--- src/rtl/lce_row_cell.sv ---
// One cell of the row chain: holds one grid row and hands it to its neighbour.
// Uses no package items.
`timescale 1ns / 1ps

module lce_row_cell #(
   parameter int                 WIDTH     = 64,
   parameter logic [WIDTH-1:0]   RESET_ROW = '0
) (
   input  logic             clock,
   input  logic             reset,
   input  logic             shift_en,
   input  logic [WIDTH-1:0] row_din,
   output logic [WIDTH-1:0] row_dout
);

   logic [WIDTH-1:0] row_ff;
   logic [WIDTH-1:0] row_in;

   always_comb begin
      row_in = row_ff;
      if (shift_en) begin
         row_in = row_din;
      end
   end

   always_ff @(posedge clock) begin
      if (reset) begin
         row_ff <= RESET_ROW;
      end else begin
         row_ff <= row_in;
      end
   end

   assign row_dout = row_ff;

endmodule

--- config.mk ---
export PLATFORM = sky130hd
export DESIGN_NAME = lce_row_cell
export DESIGN_NICKNAME = d
export VERILOG_FILES = /design/src/rtl/lce_row_cell.sv
export SDC_FILE = /design/constraint.sdc
export NUM_CORES = 1
export LEC_CHECK = 0
export BUFFER_PORTS_ARGS = -buffer_cell sky130_fd_sc_hd__buf_2
export CAP_MARGIN = 10
export CELL_PAD_IN_SITES_DETAIL_PLACEMENT = 1
export CELL_PAD_IN_SITES_GLOBAL_PLACEMENT = 2
export CORE_ASPECT_RATIO = 0.6
export CORE_MARGIN = 2
export CORE_UTILIZATION = 22
export DETAILED_ROUTE_END_ITERATION = 10
export PLACE_DENSITY_LB_ADDON = 0.08
export SYNTH_ARGS = -nofsm -noshare
export SYNTH_HDL_FRONTEND = slang
export SYNTH_SLANG_ARGS = --single-unit
--- constraint.sdc ---
create_clock -name clock -period 0.8 [get_ports clock]
set_input_delay 0.16 -clock clock [delete_from_list [all_inputs] [get_ports clock]]
set_output_delay 0.16 -clock clock [all_outputs]
set_load 0.005 [all_outputs]
Yosys cells after proc, flatten, opt, wreduce, memory -nomap -nowiden

Index checks and enable logic that the tools add are counted.

Register bits after elaboration: 64
Bits of input ports: 67
Output and inout port bits: 64

Longest topological paths before layout

Depth in word-level cells: 0
Mapped depth: 4

Worst setup path before layout

OpenSTA, ideal clock, no wires.

Path type: input-to-reg
From: input shift_en
To: register row_ff[10] (netlist: row_dout[10])
Library setup time: 0.128 ns
Arrival: 0.686 ns
Required time: 0.672 ns
Slack: -0.014 ns
Stages on the path: 4
Path buffers: 2
Cell sequence: buf_6 > buf_8 > mux2i_1 > nor2_1

RTL lines:

| item                 | RTL line | source |
|---|---|---|
| from (decl)          | 11       | `input logic shift_en,` |
| to (signal assigned) | 30       | `row_ff <= row_in;` |
| to (decl)            | 16       | `logic [WIDTH-1:0] row_ff;` |

Final worst setup path

From: register row_ff[47] (netlist: row_dout[47])
To: output row_dout[47]

RTL lines:

| item      | RTL line | source |
|---|---|---|
| to (decl) | 13       | `output logic [WIDTH-1:0] row_dout` |

No word-level cell between the ends.

==> out/qor.yml <==
timing:
  rsz0062_at_grt: "yes"
  hold_viol: 0
  maxSlewHeadroom_pct: 89.9
  worst_pin_slew_ps: 148
  slew_viol_final: 0
  fin_crit_sh_pct: 116
  clock_skew_ps: 0
  setup-violations-final: 64
  fmax_mhz: 1080
  worst_slack_ps: -128
  period_needed_ps: 928
worst_setup_path:
  critPathLaunchType: "register"
  path_buf_inv: 1
  required_ps: 640
  path_cells: "buf_2"
  crit_type: "reg -> out"
  cp.arrival_ps: 770
  critical-path-top-delay-family: "flip-flops"
  critical_path.max_fanout: 2
  cp_slowest_cell: "dfxtp_2"
  max_stage_delay_ps: 320
  crit_path_end_kind: "output port"
route:
  final_antenna_net_count: 0
  viasPerCell: 4.03
  drt_iter0_markers: 48
  drt-pass1-iter-count: 3
  drc: 0
  routed_wl_mm: 6.84
  num_vias: 1958
  routedWlPerCell_um: 14.1
pwr:
  clkPwrFrac_pct: 46.1
  intPower_mw: 6.61
  combPwrFrac_pct: 12.1
  power_density_nw_per_um2: 2250
  seqPwrFrac_pct: 41.8
  total_leakage_power_nw: 1.91
  swShare_pct: 21.9
  peakVddDrop_mv: 0.986
  p_sw_mw: 1.86
  power.total_mw: 8.47
die:
  design.portCount: 131
  die_h_um: 83.0
  die_area_um2: 11300
  die_x_um: 136
  coreArea_um2: 9980
  initial_core_util_pct: 22.9
  rows: 28
yosys:
  muxShareOfSynthArea_pct: 28.0
  yosysSeqAreaShare_pct: 55.9
  synthSimpleGateAreaFrac_pct: 10.5
  synthArstFlopShare_pct: 0
  synth_edf_count: 0
  ys_warn_count: 0
  synth_top_family_by_area: "multiplexers"
  synth_flop_cell: "dfxtp_1"
  synth_seq_cells: 64
  synth_xor_area_share_pct: 0
  synthTopCellsByArea: "dfxtp_1, mux2i_1, nor2_1, buf_8, buf_1"
  yosys.area.top_type_share_pct: 55.9
  synth_fa_ha_area_share_pct: 0
  synth_compound_area_share_pct: 0
  synth_common_cells: "dfxtp_1, mux2i_1, nor2_1"
  syn-instance-count: 206
  ys_types: 7
  synth_fp_nets: 273
  netlist_area_um2: 2290
  synth.avg_cell_area_um2: 11.1
  synth_area_leader_cell: "dfxtp_1"
place:
  portBuffers: 130
  place_congestion: 0.652
  dpl_cell_area_um2: 3150
  dp_hpwl_mm: 4.94
  placed_cells: 467
clock_tree:
  clk-insertion-delay-late_ps: 320
  ctsRootBufferMaster: "clkbuf_16"
  clk_path_buf_depth: 2
  cts.sinks: 64
  cts_made_buffers: 9
  cts.hold.buffers_added: 0
  cts_tree: "built"
  clk_pin_slew_ps: 60
  h-tree-depth: 3
layout:
  n_antenna_cell: 0
  final_area_um2: 3770
  fillers: 1150
  final_cells: 486
  layout-drive-gt1-share_pct: 63.2
  nets: 413
  areaGrowthSynthToFinish_pct: 64.4
  final_util_pct: 37.7
  largest_register_ffs: 64
outcome:
  status: "complete, but fails checks"
  violations: "negative setup slack"
global_route:
  grt_pass1_vias: 2122
  antenna_found_initial: 0
  grt_max_degree: 24
  track_usage_pct: 12.7
  grt_pass1_wl_mm: 10.8
  grt-ovfl-total: 0
min_path:
  hp-class: "in -> reg"
run:
  maxCapViolations: 0
-- final cells by class --
class	count	area (µm²)	share of cell area (%)
flip-flops and latches	64	1360	36.1
clock buffers	13	260	6.91
repair buffers	143	1050	27.9
well taps	135	169	4.49
multi-input cells	128	885	23.5
clock inverters	3	40.0	1.06
-- power groups by stage --
stage,Combinational [mW],Sequential (mW),Clock [mW]
floorplan,0.425,3.56,0
global placement,0.911,3.54,0
detailed placement,0.925,3.54,0
CTS,1.02,3.53,4.08
global route,1.13,3.56,4.27
finish,1.03,3.54,3.90
-- placed cells by master (no fill, tap or decap) --
| master | count |
|---|---|
| buf_2 | 95 |
| nor2_1 | 64 |
| dfxtp_2 | 64 |
| mux2i_1 | 63 |
| buf_6 | 34 |
| clkbuf_16 | 9 |
| buf_4 | 7 |
| buf_12 | 7 |
| clkinv_2 | 2 |
| clkbuf_8 | 2 |
| clkbuf_1 | 2 |
| mux2i_2 | 1 |
| bufinv_16 | 1 |
-- logic make-up (layout without fill, tap and decap cells) --
family,count (synthesis),in the layout
mux,64,64
flops,64,64
simple gates,64,64
buf+inv,14,159
-- path summary, 6_finish.rpt --
check / from / end / slack, ps / cells past startpoint
setup reg to reg: row_dout[0] / row_dout[0] / 50 / 3
setup / recovery: row_dout[47] / row_dout[47] / -130 / 1
hold reg to reg: row_dout[1] / row_dout[1] / 480 / 2
hold / removal: row_din[47] / row_dout[47] / 70 / 3
-- worst register-to-register path: stages (launching register included) --
cell     delay [ps]
dfxtp_2         320
buf_4           130
mux2i_2         150
nor2_1           50
-- stage by stage --
step                setup slack [ps]  hold WS, ps  TNS (ps)
floorplan                       7.86          307         0
global placement                -128          391     -5790
detailed placement              -146          406     -6950
CTS                             -148         57.8     -8530
global route                    -170         66.6     -9490
finish                          -128         74.5     -7080
-- repair_timing --
action                                  CTS  global route
endpoints found under the hold margin     0             0
setup buffers                             2             1
endpoints found under the setup margin   64            64
resized for setup                        89            10
pin swaps                                 0             0
-- routing by layer --
layer / routed length (µm) / GRT usage, % / vias to the layer above / part of all wire, %
met2: 3160 / 20.2 / 71 / 46
met5: 0 / 0 / - / 0
met4: 78 / 4.55 / 0 / 1.1
met1: 3010 / 14.5 / 917 / 44
li1: - / - / 962 / -
met3: 584 / 6.47 / 8 / 8.5
No activity file was read; power rests on OpenSTA's default activity.
