**config.mk**
```make
export PLATFORM = sky130hd
export DESIGN_NAME = lce_rule_unit
export DESIGN_NICKNAME = d
export VERILOG_FILES = /design/src/rtl/lce_pkg.sv /design/src/rtl/lce_rule_unit.sv
export SDC_FILE = /design/constraint.sdc
export NUM_CORES = 1
export LEC_CHECK = 0
export ABC_AREA = 1
export BUFFER_PORTS_ARGS = -buffer_cell sky130_fd_sc_hd__buf_2
export CAP_MARGIN = 40
export CORE_MARGIN = 1
export CORE_UTILIZATION = 50
export DETAILED_ROUTE_END_ITERATION = 8
export GPL_TIMING_DRIVEN = 0
export PLACE_DENSITY = 0.83
export SYNTH_ARGS = -nofsm -noshare
export SYNTH_HDL_FRONTEND = slang
export SYNTH_SLANG_ARGS = --single-unit
```
**constraint.sdc**
```tcl
create_clock -name vclk -period 4.23
set_clock_uncertainty 0.1 [all_clocks]
set_input_delay 0.423 -clock vclk [all_inputs]
set_output_delay 0.423 -clock vclk [all_outputs]
set_load 0.01 [all_outputs]
```
**src/rtl/lce_pkg.sv**
```systemverilog
// Shared types and constants for the cellular automaton engine.
// No dependencies; every other file in rtl/ except lce_row_cell.sv refers to it by scoped names.
`timescale 1ns / 1ps

package lce_pkg;

   localparam int KIND_W     = 2;
   localparam int COL_W      = 6;
   localparam int ROW_W      = 6;
   localparam int CFG_W      = 7;
   localparam int CSR_IDX_W  = 1;
   localparam int REQ_DATA_W = 16;
   localparam int RSP_DATA_W = 8;

   localparam logic [CFG_W-1:0] GRID_SIZE_RESET = 7'd64;

   // Glider seed, columns 0..3 of rows 1..3
   localparam logic [3:0] GLIDER_ROW1 = 4'b1000;
   localparam logic [3:0] GLIDER_ROW2 = 4'b1010;
   localparam logic [3:0] GLIDER_ROW3 = 4'b1100;

   typedef enum logic [KIND_W-1:0] {
      KIND_WRITE   = 2'd0,
      KIND_READ    = 2'd1,
      KIND_ADVANCE = 2'd2,
      KIND_NONE    = 2'd3
   } kind_type;

   typedef enum logic [CSR_IDX_W-1:0] {
      CSR_GRID_WIDTH  = 1'b0,
      CSR_GRID_HEIGHT = 1'b1
   } csr_index_type;

   typedef enum logic [1:0] {
      ST_IDLE,
      ST_SWEEP,
      ST_FLUSH
   } state_type;

   // Which of the three rows around the head of the chain lie inside the region
   typedef struct packed {
      logic prev_live;
      logic row_live;
      logic next_live;
   } sweep_ctrl_type;

endpackage

```
**src/rtl/lce_rule_unit.sv**
```systemverilog
// Row-wide B3/S23 update: next value of one row from itself and the rows above and below.
// Depends on lce_pkg for the sweep control struct.
`timescale 1ns / 1ps

module lce_rule_unit #(
   parameter int WIDTH = 64
) (
   input  logic [WIDTH-1:0]        prev_row,
   input  logic [WIDTH-1:0]        cur_row,
   input  logic [WIDTH-1:0]        next_row,
   input  logic [WIDTH-1:0]        col_en,
   input  lce_pkg::sweep_ctrl_type ctrl,
   output logic [WIDTH-1:0]        life_row
);

   logic [WIDTH+1:0] p_pad;
   logic [WIDTH+1:0] c_pad;
   logic [WIDTH+1:0] n_pad;

   // Dead border: mask columns and rows outside the region, pad both ends
   always_comb begin
      p_pad = {1'b0, prev_row & col_en & {WIDTH{ctrl.prev_live}}, 1'b0};
      c_pad = {1'b0, cur_row & col_en, 1'b0};
      n_pad = {1'b0, next_row & col_en & {WIDTH{ctrl.next_live}}, 1'b0};
   end

   always_comb begin
      logic [3:0] n;
      for (int i = 0; i < WIDTH; i++) begin
         n = 4'(p_pad[i]) + 4'(p_pad[i+1]) + 4'(p_pad[i+2])
           + 4'(c_pad[i]) + 4'(c_pad[i+2])
           + 4'(n_pad[i]) + 4'(n_pad[i+1]) + 4'(n_pad[i+2]);
         life_row[i] = col_en[i] & ctrl.row_live
                     & ((n == 4'd3) | (c_pad[i+1] & (n == 4'd2)));
      end
   end

endmodule

```
# Word level (Yosys, flattened, before mapping)
# Cells that the tools add are included.
# Widths: inputs -> output; s select.
# word_totals
regBits	0
out_inout_bits	64
in_bits	259
# op_classes
add_sub_neg	441
n_bitwise	261
n_eq_ne	128
# op_table
operator	n
$add 4x1->4	252
$eq 4x2->1 const B	128
$and 64x64->64	5
$add 3x1->4	63
$and 1x1->1	192
$add 2x1->3	63
$add 1x1->2	63
$or 1x1->1	64

# Logic depth before layout (Yosys ltp)
# Gate-level depths: netlist of run 1.
# logic_depth
ltp_word	13
depth_mapped	13

# Least setup slack after synthesis of run 1
# No wires, ideal clock.
# synth_path
path_type	input to output
start	input port ctrl[2] in the netlist's numbering
end	output port life_row[7]
path_slack_ps	170
path_stages	13
required_ps	3707
n_path_buf	2
arrival_time_ps	3537
cell_sequence	buf_2 buf_2 nand3_1 fa_1 inv_1 fa_1 fa_1 ha_1 fa_1 inv_1 nor2_1 nand3_1 nor2_1
# synth_between
elab_chain_len	12
word_cells_on_any_way	13
classes_between	add/sub: 7; eq/ne: 2; bitwise: 4
# synth_lines
item	line_no	text
from (decl)	lce_rule_unit.sv:12	input lce_pkg::sweep_ctrl_type ctrl,
$and 64x64->64 (*)	lce_rule_unit.sv:22	p_pad = {1'b0, prev_row & col_en & {WIDTH{ctrl.prev_live}}, 1'b0};
$add 1x1->2	lce_rule_unit.sv:30	n = 4'(p_pad[i]) + 4'(p_pad[i+1]) + 4'(p_pad[i+2])
$add 2x1->3 (*)	lce_rule_unit.sv:30	
$add 3x1->4 (*)	lce_rule_unit.sv:31	+ 4'(c_pad[i]) + 4'(c_pad[i+2])
$add 4x1->4 (*)	lce_rule_unit.sv:31	
$add 4x1->4 (*) (3 in a row)	lce_rule_unit.sv:32	+ 4'(n_pad[i]) + 4'(n_pad[i+1]) + 4'(n_pad[i+2]);
$eq 4x2->1	lce_rule_unit.sv:34	& ((n == 4'd3) | (c_pad[i+1] & (n == 4'd2)));
$and 1x1->1	lce_rule_unit.sv:34	
$or 1x1->1 (*)	lce_rule_unit.sv:34	
$and 1x1->1 (*)	lce_rule_unit.sv:34	
to (decl)	lce_rule_unit.sv:13	output logic [WIDTH-1:0] life_row
# Every way passes the cells marked *; elsewhere a longest branch is shown, timed or not.

# Final worst setup path of run 1
# layout_path
start	input port ctrl[2] in the netlist's numbering
end	output port life_row[15]
# Same word-level chain as after synthesis.

==> reports/results.ini, run 1 <==
[status]
outcome = finished, final reports clean

[min_path]
min_path_type = input port to output pin

[logic_synthesis]
synth_top_cell_by_area = fa_1
synth_area_mm2 = 0.0131
synth_compound_area_share_pct = 2.41
synth_fa_ha_area_share_pct = 56.5
yosys.area_share.simple_pct = 21.7
yosysMostFrequentCell = inv_1
synthMuxAreaShare_pct = 0
yosysTopAreaCellShare_pct = 38.6
ys_top_cells_by_count = 627 x inv_1, 314 x nand2_1, 252 x fa_1
syn_inst = 1845
synth_xor_area_share_pct = 0
yosysUniqueCellTypes = 11
synth_top_family_by_area = adder cells
yosysSeqAreaShare_pct = 0
synth_nets = 2544
synth.avg_cell_area_um2 = 7.09
yosys-top-cells-area = fa_1 39%, inv_1 18%, ha_1 18%
yosys_warnings = 0

[worst_setup_path]
timing.critical_path.buf_inv = 5
arrival_ns = 3.64
crit_path_cell_trace = buf_16 > buf_12 > nand3_4 > fa_1 > fa_1 > inv_1 > fa_1 > ha_1 > fa_1 > inv_1 > nor2_1 > nand3_1 > nor2_2 > buf_2
crit_path_max_incr_delay_ns = 0.51
cp-end-kind = output pin
cp_top_family = adder cells
worst-setup-path-type = input port to output pin
cp_max_fo = 7
critical_path.slowest_cell = fa_1
crit_top_cell = fa_1
cp-start-kind = input port
crit_required_ns = 3.71

[run]
cap_violations = 0

[cells_and_area]
flops_and_latches = 0
synthToLayoutAreaGrowth_pct = 22.5
layout.nets = 2874
antenna_cells = 0
regArea_um2 = 0
drive_above_1_share_pct = 20.4
nClkBuffers = 0
final_cell_count_no_fill = 2503
finish.utilization_pct = 63.1

[pwr]
p_sw_share_pct = 58.3
seq_power_share_pct = 0
vdd_drop_max_mv = 0.0573
power_switching_w = 0.00109
p_comb_share_pct = 100.0
p_clk_share_pct = 0
leakagePower_nw = 10.5
p_per_area_mw_per_mm2 = 117
fin_total_pwr_w = 0.00187
p_int_w = 0.000780

[grt]
grt_usage_pct = 25.8
grt_first_pass_wirelength_mm = 55.5
grt_pass1_vias = 12427
grt_max_degree = 11
overflow = 0
antenna_found_initial = 2

[cts]
cts.hold.buffers_added = 0

[die]
die_y_um = 164
die-area_mm2 = 0.0268
rows = 58
die_w_um = 164
initial_core_util_pct = 51.5
core_mm2 = 0.0254
ioPinCount = 323

[placement]
routabilityCongestion = 0.913
placedCellCount = 2495
hpwlAfterDp_mm = 30.8
io_buffers = 320

[route]
drt_first_pass_iters = 5
vias = 12437
vias_per_cell = 4.97
routed_wl_mm = 36.3
routedWlPerCell_um = 14.5
drc = 0
ant_nets = 0
drtIter0Drc = 613

[sta]
fmax_mhz = 240
maxSlewHeadroom_pct = 81.8
tightest_slew_ns = 0.272
final-hold-violation-count = 0
rsz0062_at_grt = yes
setup_violations = 0
slew_violations = 0
fin_crit_sh_pct = 98.5
fin_hold_ws_ns = 1.14
period_needed_ns = 4.17

tightest hold or removal path, cell delays in order:
cell     delay, ns
buf_2         0.12
nand4_1       0.09
nor2_1        0.06
buf_2         0.13
worst paths after layout:
| check | start | endpoint | cells past startpoint |
|---|---|---|---|
| hold / removal | col_en[0] | life_row[0] | 4 |
| setup / recovery | ctrl[2] | life_row[15] | 14 |
repair_timing:
action                     CTS  global route
gates resized for setup     68            98
cloned                       1             5
setup endpoints to repair   62            60
setup buffers                0             2
pin swaps                    4            36
stage by stage:
step	setup slack [ns]	setup TNS (ns)	area, um2
2_1_floorplan	0.170	0	13100
3_3_place_gp	-0.478	-16.96	15100
3_5_place_dp	-0.546	-20.01	15100
4_1_cts	-0.0231	-0.130	15400
5_1_grt	-0.0584	-0.359	16000
6_report	0.0644	0	16000
kinds of logic after synthesis:
| kind of cell | count (synthesis) |
|---|---|
| buffers and inverters | 648 |
| AND/OR/NAND/NOR | 694 |
| adder cells (fa/ha/maj) | 440 |
| AO/OA/AOI/OAI | 63 |
power groups by stage:
| stage | logic (W) | registers (W) | clock network, W |
|---|---|---|---|
| after floorplan | 0.00123 | 0 | 0 |
| after global placement | 0.00164 | 0 | 0 |
| after detailed placement | 0.00176 | 0 | 0 |
| after CTS | 0.00180 | 0 | 0 |
| after global routing | 0.00217 | 0 | 0 |
| final | 0.00187 | 0 | 0 |
final cells by class:
cell class                 count  area (um2)
inverter                     627        2350
timing repair buffer         328        1770
multi-input combinational   1197       11200
buffer                        21         302
tap                          330         413
fill                        2181        9370
cell usage in the layout (no fill, tap or decap):
cell,count
inv_1,627
buf_2,319
nand2_1,314
fa_1,252
nor2_1,178
ha_1,163
nand3_1,130
a21oi_1,63
nand3_4,33
nand3_2,25
ha_2,25
nor2_2,12
buf_4,8
buf_12,6
buf_8,6
clkbuf_16,5
clkbuf_4,2
buf_16,2
nand4_1,2
buf_6,1
metal layers:
layer,part of all wire [%],global-route usage [%],routed length [um],vias up
met5,0.066,0,24,-
met4,2.8,6.65,1010,4
met3,7.0,2.95,2540,76
met2,52,48.9,18800,461
met1,38,30.8,13900,5884
li1,-,-,-,6012
Power figures use the tool's default switching activity.
==> run 2: changes to the inputs <==
--- a/config.mk
+++ b/config.mk
@@ -8,6 +8,7 @@
 export ABC_AREA = 1
 export BUFFER_PORTS_ARGS = -buffer_cell sky130_fd_sc_hd__buf_2
 export CAP_MARGIN = 40
+export CORE_ASPECT_RATIO = 1.1
 export CORE_MARGIN = 1
 export CORE_UTILIZATION = 50
 export DETAILED_ROUTE_END_ITERATION = 8
==> constraint.sdc (replaced) <==
create_clock -name vclk -period 4.23
set_clock_uncertainty 0.1 [all_clocks]
set_input_delay 0 -clock vclk [all_inputs]
set_output_delay 0 -clock vclk [all_outputs]
set_load 0.01 [all_outputs]
==> reports/results.ini, run 2 (synthesis gave the netlist of run 1 again) <==
[grt]
grt_first_pass_wirelength_mm = 56.9
antenna_found_initial = 12
gr-usage-met1_pct = 29.0
grt_max_degree = 11
grt_usage_pct = 26.2
grt_pass1_vias = 12976
use_met2_pct = 49.8
overflow = 0
busiest_layer = met2
grt_use_met3_pct = 4.26

[die]
ioPinCount = 323
die-area_mm2 = 0.0268
initial_core_util_pct = 51.3
rows = 61
core_mm2 = 0.0255
die_y_um = 172
die_w_um = 156

[min_path]
min_path_type = input port to output pin

[sta]
fmax_mhz = 252
rsz0062_at_grt = no
period_needed_ns = 3.96
fin_tns_setup_ns = 0
final-hold-violation-count = 0
maxSlewHeadroom_pct = 68.9
fin_crit_sh_pct = 93.6
tightest_slew_ns = 0.467
setup_violations = 0
slew_violations = 0

[worst_setup_path]
cp-end-kind = output pin
cp_top_family = adder cells
crit_required_ns = 4.13
critical_path.slowest_cell = fa_1
timing.critical_path.buf_inv = 5
worst-setup-path-type = input port to output pin
arrival_ns = 3.86
cp_max_fo = 10
crit_path_max_incr_delay_ns = 0.54
cp-start-kind = input port
crit_top_cell = fa_1
crit_path_cell_trace = buf_2 > buf_2 > nand3_1 > fa_1 > fa_1 > inv_1 > fa_1 > ha_1 > fa_1 > inv_1 > nor2_1 > nand3_1 > nor2_1 > buf_2

[pwr]
p_per_area_mw_per_mm2 = 115
vdd_drop_max_mv = 0.0571
fin_total_pwr_w = 0.00174
leakagePower_nw = 10.3

[route]
vias_per_cell = 4.94
vias = 12438
drt_first_pass_iters = 7
drtIter0Drc = 747
routed_wl_mm = 34.4
routedWlPerCell_um = 13.6
drc = 0
ant_nets = 0

[run]
cap_violations = 0

[cells_and_area]
synthToLayoutAreaGrowth_pct = 15.7
nClkBuffers = 0
mostFrequentLayoutCell = inv_1
regArea_um2 = 0
drive_above_1_share_pct = 15.8
layout.nets = 2866
flops_and_latches = 0
final_cell_mix = 627 x inv_1, 334 x buf_2, 314 x nand2_1

[cts]
ctsResizeCount = 0
cts.hold.buffers_added = 0
cts_setup_buffers = 0

[placement]
routabilityCongestion = 0.894
hpwlAfterDp_mm = 31.1
io_buffers = 320

[status]
outcome = finished, final reports clean

## run 2: cell types whose count changed in the layout (fill, tap and decap cells not counted)
cell and delta:
buf_4 -8, diode_2 +9, clkbuf_4 -2, ha_2 -25, nor2_2 -12, nand3_1 +58, buf_12 -6, nor2_1 +12
buf_16 -2, buf_2 +15, nand3_4 -33, ha_1 +25, nand3_2 -25, clkbuf_16 -5
## run 2: final timing paths
kind	from	to	slack [ns]	depth (start not counted)
max	ctrl[2]	life_row[20]	0.27	14
min	cur_row[63]	life_row[63]	0.30	4
## run 2: cell type report
type / instances / area [um2]
fillers: 2402 / 10400
well taps: 346 / 433
diodes: 9 / 22.5
repair buffers: 320 / 1600
multi-input cells: 1197 / 10600
inverters: 627 / 2350
plain buffers: 21 / 171
## run 2: tightest hold or removal path, stage by stage
cell	delay (ns)
buf_2	0.10
nand2_1	0.07
a21oi_1	0.09
buf_2	0.14
## run 2: stage by stage
stage | area (um2) | std cells | utilization, % | hold slack (ns) | worst slack (ns)
after floorplan | 13100 | 1845 | - | 0.0225 | 1.02
after CTS | 15100 | 2511 | 59.3 | 0.298 | 0.310
after global routing | 15100 | 2517 | 59.4 | 0.310 | 0.0822
after global placement | 15100 | 2511 | 59.3 | 0.286 | 0.355
after detailed placement | 15100 | 2511 | 59.3 | 0.295 | 0.307
final | 15100 | 2520 | 59.4 | 0.300 | 0.269
## run 2: power by group
| part | switching, W | total, W | internal [W] |
|---|---|---|---|
| Sequential | 0 | 0 | 0 |
| Combinational | 0.00102 | 0.00174 | 0.000722 |
| Clock | 0 | 0.000000000285 | 0.000000000285 |
## run 2: per-layer routing
layer / share of wire [%] / routed length [um] / vias to the layer above
met1: 37 / 12700 / 5871
met5: 0.10 / 35 / -
met3: 7.2 / 2480 / 107
li1: - / - / 6009
met2: 52 / 17800 / 445
met4: 4.1 / 1390 / 6
==> run 3: changes to the inputs <==
--- a/config.mk
+++ b/config.mk
@@ -14,6 +14,7 @@
 export DETAILED_ROUTE_END_ITERATION = 8
 export GPL_TIMING_DRIVEN = 0
 export PLACE_DENSITY = 0.83
+export REMOVE_ABC_BUFFERS = 1
 export SYNTH_ARGS = -nofsm -noshare
 export SYNTH_HDL_FRONTEND = slang
 export SYNTH_SLANG_ARGS = --single-unit
==> reports/results.ini, run 3 (synthesis gave the netlist of run 1 again) <==
[status]
outcome = finished, final reports clean

[placement]
io_buffers = 323
hpwlAfterDp_mm = 28.3
routabilityCongestion = 0.865
dpl_cell_area_mm2 = 0.0150

[cells_and_area]
flops_and_latches = 0
regArea_um2 = 0
layout.nets = 2850
fin_area_mm2 = 0.0150
antenna_cells = 0
final_cell_mix = 627 x inv_1, 321 x buf_2, 314 x nand2_1
nFillCells = 2324
mostFrequentLayoutCell = inv_1
nClkBuffers = 0
multi_input_area_mm2 = 0.0106
synthToLayoutAreaGrowth_pct = 14.7
drive_above_1_share_pct = 15.1

[die]
initial_core_util_pct = 51.3
core_mm2 = 0.0255
ioPinCount = 323
die-area_mm2 = 0.0268
die_y_um = 172
rows = 61
die_w_um = 156

[grt]
grt_usage_pct = 23.9
grt_pass1_vias = 12629
antenna_found_initial = 1
overflow = 0
grt_first_pass_wirelength_mm = 53.4
grt_max_degree = 65

[route]
routed_wl_mm = 31.2
drtIter0Drc = 503
ant_nets = 0
vias = 12026
vias_per_cell = 4.82
routedWlPerCell_um = 12.5
drc = 0
drt_first_pass_iters = 5

[pwr]
fin_total_pwr_w = 0.00172
vdd_drop_max_mv = 0.128
leakagePower_nw = 10.2
p_per_area_mw_per_mm2 = 115

[sta]
period_needed_ns = 3.91
slew_violations = 0
tightest_slew_ns = 0.904
fmax_mhz = 256
fin_crit_sh_pct = 92.3
rsz0062_at_grt = no
maxSlewHeadroom_pct = 39.7
setup_violations = 0
final-hold-violation-count = 0

[min_path]
hp-start = cur_row[0]
hold_end = life_row[0]
min_path_type = input port to output pin
min_path_cells = 4

[worst_setup_path]
arrival_ns = 3.81
cp-end-kind = output pin
worst-setup-path-type = input port to output pin
crit_required_ns = 4.13
cp_max_fo = 33
cp-start-kind = input port

[cts]
cts.hold.buffers_added = 0

[run]
cap_violations = 0

[run 3: cell count changes in the layout (fill, tap and decap cells not counted), sizes merged]
cell,delta
clkbuf,+1
buf,-17
diode,-9
[run 3: critical path, stage by stage]
cell and delay (ns):
clkbuf_4 0.42, buf_12 0.27, nand3_1 0.22, fa_1 0.53, fa_1 0.50, inv_1 0.06, fa_1 0.50, ha_1 0.25
fa_1 0.50, inv_1 0.04, nor2_1 0.10, nand3_1 0.07, nor2_1 0.15, buf_2 0.15
[run 3: worst max path at each step]
stage | start | endpoint | slack, ns | depth (start not counted)
5_1_grt | ctrl[2] | life_row[28] | 0.11 | 14
3_5_place_dp | ctrl[2] | life_row[16] | 0.15 | 14
4_1_cts | ctrl[2] | life_row[16] | 0.16 | 14
3_3_place_gp | ctrl[2] | life_row[42] | -0.36 | 13
2_1_floorplan | prev_row[6] | life_row[7] | 1.35 | 11
6_report | ctrl[2] | life_row[16] | 0.32 | 14
[run 3: layout make-up]
class	count	share of cell area, %
Inverter	627	15.7
Multi-Input combinational cell	1197	70.4
Tap cell	346	2.89
Timing Repair Buffer	325	11.1
[run 3: metrics by stage]
stage               hold WS [ns]  utilization (%)  setup TNS, ns  setup WS [ns]  instances
floorplan                 0.0180                -              0           1.35       1824
global placement           0.255             58.7         -12.90         -0.357       2493
detailed placement         0.250             58.9              0          0.153       2495
CTS                        0.252             58.9              0          0.156       2495
global route               0.269             58.9              0          0.107       2495
finish                     0.256             58.9              0          0.324       2495
[run 3: routing by layer]
metal | track usage, % | wire length, um | vias up
met1 | 27.5 | 12300 | 5654
met5 | 0 | 13 | -
met4 | 6.22 | 625 | 2
li1 | - | - | 5966
met2 | 46.2 | 16400 | 342
met3 | 2.75 | 1870 | 62
[run 3: timing repair]
item                                    in CTS  in global routing
resized for setup                            0                  1
endpoints found under the setup margin       0                  6
buffers inserted                             0                  0
[run 3: report_power, final]
part / leakage (nW) / internal [W] / switching (W)
clock network: 0 / 0 / 0
registers: 0 / 0 / 0
logic: 10.2 / 0.000715 / 0.00100
